==> config.mk <==
export PLATFORM = sky130hd
export DESIGN_NAME = vpc_useq
export DESIGN_NICKNAME = d
export VERILOG_FILES = /design/src/rtl/vpc_pkg.sv /design/src/rtl/vpc_useq.sv
export SDC_FILE = /design/constraint.sdc
export NUM_CORES = 1
export LEC_CHECK = 0
export ABC_AREA = 0
export BUFFER_PORTS_ARGS = -buffer_cell sky130_fd_sc_hd__buf_2
export CORE_AREA = 10 10 47 49
export CTS_BUF_LIST = sky130_fd_sc_hd__clkbuf_8
export CTS_CLUSTER_SIZE = 28
export DETAILED_ROUTE_END_ITERATION = 16
export DIE_AREA = 0 0 57 59
export RECOVER_POWER = 25
export SETUP_SLACK_MARGIN = 0.15
export SLEW_MARGIN = 40
export SYNTH_ARGS = -nofsm -noshare
export SYNTH_HDL_FRONTEND = slang
export SYNTH_SLANG_ARGS = --single-unit
==> constraint.sdc <==
create_clock -name clk -period 1.57 [get_ports clk]
set_input_delay 0 -clock clk [delete_from_list [all_inputs] [get_ports clk]]
set_output_delay 0 -clock clk [all_outputs]
set_load 0.005 [all_outputs]
==> src/rtl/vpc_pkg.sv <==
// vpc_pkg: shared types, constants and the control store of the velocity PI controller.
// No dependencies; used by the interfaces, the sequencer, the top level and the bench.
package vpc_pkg;

	// fixed field widths
	localparam int unsigned SPEED_W = 16;
	localparam int unsigned ERR_W   = 17;
	localparam int unsigned DT_W    = 16;
	localparam int unsigned GAIN_W  = 16;
	localparam int unsigned PITCH_W = 15;
	localparam int unsigned MAXP_W  = 14;
	localparam int unsigned ALPHA_W = 17;
	localparam int unsigned LIMIT_W = 15;
	localparam int unsigned IDX_W   = 3;
	localparam int unsigned DATA_W  = 17;

	localparam logic [ALPHA_W-1:0] ALPHA_ONE     = 17'd65536;
	localparam logic [MAXP_W-1:0]  PITCH_ABS_MAX = 14'd15360;

	typedef enum logic [IDX_W-1:0] {
		REG_PROP_GAIN    = 3'd0,
		REG_INTEG_GAIN   = 3'd1,
		REG_MAX_PITCH    = 3'd2,
		REG_INVERT       = 3'd3,
		REG_FILTER_ALPHA = 3'd4,
		REG_INTEG_LIMIT  = 3'd5
	} reg_idx_t;

	typedef logic [3:0] step_t;

	// multiplier operand pair for this step
	typedef enum logic [2:0] {
		MUL_NONE,
		MUL_FILT,
		MUL_ERR_DT,
		MUL_KP_ERR,
		MUL_KI_CAND,
		MUL_KI_ACC
	} mul_sel_t;

	// what the step does with the product register and the datapath state
	typedef enum logic [2:0] {
		ALU_NOP,
		ALU_FILT_ERR,
		ALU_CAND,
		ALU_LOAD_SUM,
		ALU_ADD_CAND,
		ALU_ADD_ACC,
		ALU_FINISH,
		ALU_EMIT
	} alu_op_t;

	typedef enum logic [1:0] {
		JMP_NEVER,
		JMP_DT_ZERO,
		JMP_ALWAYS
	} cond_t;

	typedef struct packed {
		mul_sel_t mul;
		alu_op_t  alu;
		cond_t    cond;
		step_t    target;
		logic     last;
	} uword_t;

	// datapath -> sequencer
	typedef struct packed {
		logic start;
		logic dt_zero;
		logic stall;
	} seq_stat_t;

	// sequencer -> datapath
	typedef struct packed {
		logic   busy;
		logic   exec;
		uword_t uw;
	} seq_ctl_t;

	localparam step_t STEP_EMIT = 4'd8;

	// control store; the product of step n is consumed by the ALU op of step n+1
	function automatic uword_t ucode(input step_t s);
		uword_t w;
		case (s)
			4'd0: w = '{MUL_FILT,    ALU_NOP,      JMP_DT_ZERO, STEP_EMIT, 1'b0};
			4'd1: w = '{MUL_NONE,    ALU_FILT_ERR, JMP_NEVER,   STEP_EMIT, 1'b0};
			4'd2: w = '{MUL_ERR_DT,  ALU_NOP,      JMP_NEVER,   STEP_EMIT, 1'b0};
			4'd3: w = '{MUL_KP_ERR,  ALU_CAND,     JMP_NEVER,   STEP_EMIT, 1'b0};
			4'd4: w = '{MUL_KI_CAND, ALU_LOAD_SUM, JMP_NEVER,   STEP_EMIT, 1'b0};
			4'd5: w = '{MUL_KI_ACC,  ALU_ADD_CAND, JMP_NEVER,   STEP_EMIT, 1'b0};
			4'd6: w = '{MUL_NONE,    ALU_ADD_ACC,  JMP_NEVER,   STEP_EMIT, 1'b0};
			4'd7: w = '{MUL_NONE,    ALU_FINISH,   JMP_NEVER,   STEP_EMIT, 1'b0};
			4'd8: w = '{MUL_NONE,    ALU_EMIT,     JMP_NEVER,   STEP_EMIT, 1'b1};
			default: w = '{MUL_NONE, ALU_NOP,      JMP_ALWAYS,  STEP_EMIT, 1'b0};
		endcase
		return w;
	endfunction

endpackage

==> src/rtl/vpc_useq.sv <==
// vpc_useq: step counter and control store lookup for the velocity PI controller.
// Depends on vpc_pkg (uword_t, ucode, seq_stat_t, seq_ctl_t).
module vpc_useq (
	input  logic                clk,
	input  logic                arst_n,
	input  vpc_pkg::seq_stat_t  stat,
	output vpc_pkg::seq_ctl_t   ctl
);

	vpc_pkg::step_t  step_q, step_d;
	logic            busy_q, busy_d;
	vpc_pkg::uword_t uw;
	logic            take;
	logic            exec;

	always_ff @(posedge clk or negedge arst_n) begin
		if (!arst_n) begin
			step_q <= '0;
			busy_q <= 1'b0;
		end else begin
			step_q <= step_d;
			busy_q <= busy_d;
		end
	end

	always_comb begin
		uw   = vpc_pkg::ucode(step_q);
		exec = busy_q && !stat.stall;
		take = (uw.cond == vpc_pkg::JMP_ALWAYS) ||
			((uw.cond == vpc_pkg::JMP_DT_ZERO) && stat.dt_zero);
		step_d = step_q;
		busy_d = busy_q;
		if (stat.start) begin
			busy_d = 1'b1;
			step_d = '0;
		end else if (exec) begin
			if (uw.last) begin
				busy_d = 1'b0;
				step_d = '0;
			end else if (take) begin
				step_d = uw.target;
			end else begin
				step_d = step_q + 4'd1;
			end
		end
		ctl.busy = busy_q;
		ctl.exec = exec;
		ctl.uw   = uw;
	end

endmodule

After elaboration in Yosys (flattened, before gate mapping)
Memory sizes are Yosys's and may differ from the RTL's. Index checks and enable logic that the tools add are counted.

Bits in registers: 5. Memory bits (read-only): 144. Input bits: 5. Output and inout bits: 15. Memories kept: 1.

Memory list: (name not given) (words 16, width 9, read ports 1, clocked after Yosys merged registers in 0, write ports 0, RTL line vpc_pkg.sv:86) `case (s)`.

$add $sub $neg: 1. Equality and inequality tests: 2. Muxes and demuxes: 7. Reductions and logical operators: 7.

Operators by type and width (number): 4-bit 2-to-1 mux (4); 4-bit by 1-bit adder with 4-bit output (second input constant) (1); 2-bit nonzero test (2); 1-bit 2-to-1 mux (3); 2-bit by 1-bit equality test with 1-bit output (second input constant) (1); 2-bit equality test (second input constant) (1); 1-bit logical AND (2); 2-bit AND reduction (1); 1-bit logical NOT (1); 1-bit logical OR (1).

Longest topological paths before layout
An unclocked memory read counts as a cell.

Depth after elaboration: 8. Mapped depth: 5.

Worst setup path before layout
Ideal clock, no wire load.

Path type: register -> register. Start: reg step_q[0]. End: reg step_q[3]. Arrival: 1.123 ns. Path slack: 0.347 ns. Cell stages (with the launch flop): 6. Buffers on the path: 0. Path through: dfrtp_1 -> inv_1 -> ha_1 -> nand2_1 -> nor3_1 -> a311oi_1.

Cells in the longest elaborated chain, start to end: 8. Elaborated cells on any way between the ends: 10.

Ends and longest elaborated chain: start, declared (RTL line vpc_useq.sv:10) `vpc_pkg::step_t step_q, step_d;`; start signal, assigned (RTL line vpc_useq.sv:21) `step_q <= step_d;`; memory 16 x 9 bit; 2-bit by 1-bit equality test with 1-bit output (RTL line vpc_useq.sv:30) `((uw.cond == vpc_pkg::JMP_DT_ZERO) && stat.dt_zero);`; 1-bit logical AND (RTL line vpc_useq.sv:30); 1-bit logical OR (RTL line vpc_useq.sv:29) `take = (uw.cond == vpc_pkg::JMP_ALWAYS) ||`; 4-bit 2-to-1 mux (RTL line vpc_useq.sv:40) `end else if (take) begin`; 4-bit 2-to-1 mux (*) (RTL line vpc_useq.sv:37) `if (uw.last) begin`; 4-bit 2-to-1 mux (*) (RTL line vpc_useq.sv:36) `end else if (exec) begin`; 4-bit 2-to-1 mux (*) (RTL line vpc_useq.sv:33) `if (stat.start) begin`.

Every way passes the cells marked *; elsewhere a longest branch is shown, timed or not. The select of a mux whose other input is x is not followed. A chain may end at the register's enable or synchronous reset.

==> impl_metrics.toml <==
[global_routing]
antenna_found_initial = 0
grtUsageTotal_pct = 6.51
gr-total-overflow = 0
grt_pass1_wl_um = 1800
grt_max_degree = 16
first_global_vias = 444

[job]
drv_cap = 0

[drt]
drc_errors = 0
dr.first_iter.drc_count = 6
wl_per_cell_um = 12.7
dr.pass1.iters = 3
ant_nets = 0
wl_um = 1150
vias_per_cell = 4.74
num_vias = 431

[yosys]
yosys_warnings = 0
synth_edf_count = 0
synth_top_area_share_pct = 28.7
ys_ff_latch = 5
ys.flop_type = "dfrtp_1"
synth.largest_area_cell = "dfrtp_1"
avgSynthCellArea_um2 = 7.64
synth_seq_area_share_pct = 28.7
mappedNetlistArea_um2 = 435
ys_types = 23
netlist_instances = 57
synthTopCellsByArea = "dfrtp_1 29%, buf_4 10%, ha_1 8.6%, a21oi_1 5.7%, nor2_1 5.2%"
synth_common_cells = "6 x buf_4, 6 x nor2_1, 5 x a21oi_1, 5 x dfrtp_1, 5 x nand2_1"
synthArstFlopShare_pct = 100

[power_and_ir_drop]
power_frac_comb_pct = 24.4
clock_power_share_pct = 46.3
p_seq_share_pct = 29.3
power_w = 0.000491
swShare_pct = 26.6
vdd_drop_max_mv = 0.449
intPower_w = 0.000361
power.density_nw_per_um2 = 835
power.switching_w = 0.000130
power_leakage_nw = 0.290

[floorplanning]
rows = 14
core_um2 = 1400
die-area_um2 = 3360
die_w_um = 57
ios = 20
initial_core_util_pct = 31.1
die_h_um = 59

[critical_path]
arrival_ns = 1.35
start_kind = "flop"
critPathKind = "flop to output pin"
worst_r2r_endpoint = "step_q[3]$_DFFE_PN0P_"
critPathMaxFanout = 5
rr_startpoint = "step_q[1]$_DFFE_PN0P_"
r2r_slack_ns = 0.39
worstSetupEndpoint = "ctl[8]"
startpoint = "step_q[0]$_DFFE_PN0P_"
worstSetupEndpointType = "output pin"
r2r.worst_path.cells = 5
crit_required_ns = 1.57

[cells_and_area]
n_antenna_cell = 0
multi_input_area_um2 = 269
drive_above_1_share_pct = 34.7
layout.cells.non_filler = 91
fin_nets = 84
seq_area_um2 = 126
area_growth_pct = 35.1
nFillCells = 152
final_cell_area_um2 = 588

[cts]
cts_buffers = 3
cts_tree = "yes"
h-tree-depth = 1
cts-root-buf = "clkbuf_8"
clk_latency_ns = 0.22
clkSlewWorstSetupHoldPaths_ns = 0.04
cts_buffer_depth = 2
clock-sinks = 5

[timing]
min_period_ns = 1.35
finalHoldViolCount = 0
drv_slew = 0
holdWs_ns = 0.0499
setup_violations = 0
post-route-period-util_pct = 85.9
rsz0062_at_grt = "false"
fin_tns_setup_ns = 0
max_clock_freq_mhz = 741
clock_skew_ns = 0.00155

[place]
dpl.cell_count = 84
dpl_cell_area_um2 = 495
place_congestion = 0.886
numPortBuffers = 15
dp_hpwl_um = 950

[hold_path]
hold_path.startpoint = "stat[0]"
hp-class = "input pin to flop"

[status]
outcome = "finished, final reports clean"
## placed cells by master, fill, tap and decap left out, types with 3 or more instances in the layout
cell	count
a21oi_1	5
nand4_1	3
o22ai_1	3
clkbuf_8	3
conb_1	4
buf_2	14
nor2_1	6
dfrtp_1	4
nand2_1	4
inv_2	3
inv_1	3
## final cells by class
class / instances / share of cell area, %
multi-input cells: 42 / 45.7
flip-flops and latches: 5 / 21.5
repair buffers: 19 / 18.5
clock buffers: 3 / 7.02
well taps: 16 / 3.40
inverters: 5 / 3.19
clock inverters: 1 / 0.638
## logic make-up (layout without fill, tap and decap cells)
kind of cell | count (synthesis) | after routing | share of synthesized area, %
flops | 5 | 5 | 28.7
buf+inv | 12 | 28 | 15.8
compound gates | 14 | 14 | 20.1
other cells | 2 | 4 | 1.72
simple gates | 21 | 21 | 25.0
fa+ha+maj | 3 | 3 | 8.62
## per-layer routing
| metal | up-vias | GRT usage [%] | wire (um) |
|---|---|---|---|
| met1 | 192 | 6.25 | 475 |
| met4 | 0 | 3.02 | 17 |
| met5 | - | 0 | 0 |
| met3 | 2 | 3.86 | 114 |
| met2 | 15 | 11.0 | 547 |
| li1 | 222 | - | - |
## registers in the layout (all words and copies together) (netlist names)
register  flops
step_q        4
busy_q        1
## how the worst min path moves through the flow
stage                            end  slack (ns)  cells after the start
2_1_floorplan     busy_q$_DFFE_PN0P_       -0.30                      0
3_3_place_gp   step_q[2]$_DFFE_PN0P_       -0.18                      1
3_5_place_dp      busy_q$_DFFE_PN0P_       -0.18                      1
4_1_cts           busy_q$_DFFE_PN0P_        0.05                      3
5_1_grt           busy_q$_DFFE_PN0P_        0.08                      3
6_report          busy_q$_DFFE_PN0P_        0.05                      3
## power by group through the flow
stage	sequential, W	combinational (W)	clock (W)
finish	0.000144	0.000120	0.000228
detailed placement	0.000146	0.000103	0
global placement	0.000146	0.000103	0
floorplan	0.000145	0.0000708	0
CTS	0.000143	0.000120	0.000234
global route	0.000144	0.000135	0.000246
## worst max-delay path, stage by stage, from the launching register on
cell      delay [ns]
dfrtp_1         0.38
buf_4           0.16
ha_1            0.23
a21boi_1        0.15
o22ai_1         0.08
buf_2           0.14
## per-stage QoR
stage               setup WS, ns  utilization (%)
floorplan                  0.347                -
global placement           0.196             35.4
detailed placement         0.179             35.4
CTS                        0.165             41.6
global route               0.148             42.0
finish                     0.221             42.0
## what timing repair did
action,4_1_cts,5_1_grt
setup endpoints to repair,3,3
hold buffers,2,0
hold endpoints to repair,6,0
gates resized for setup,4,5
pin swaps,0,2
buffers inserted,1,0
(Power assumes the default switching activity.)
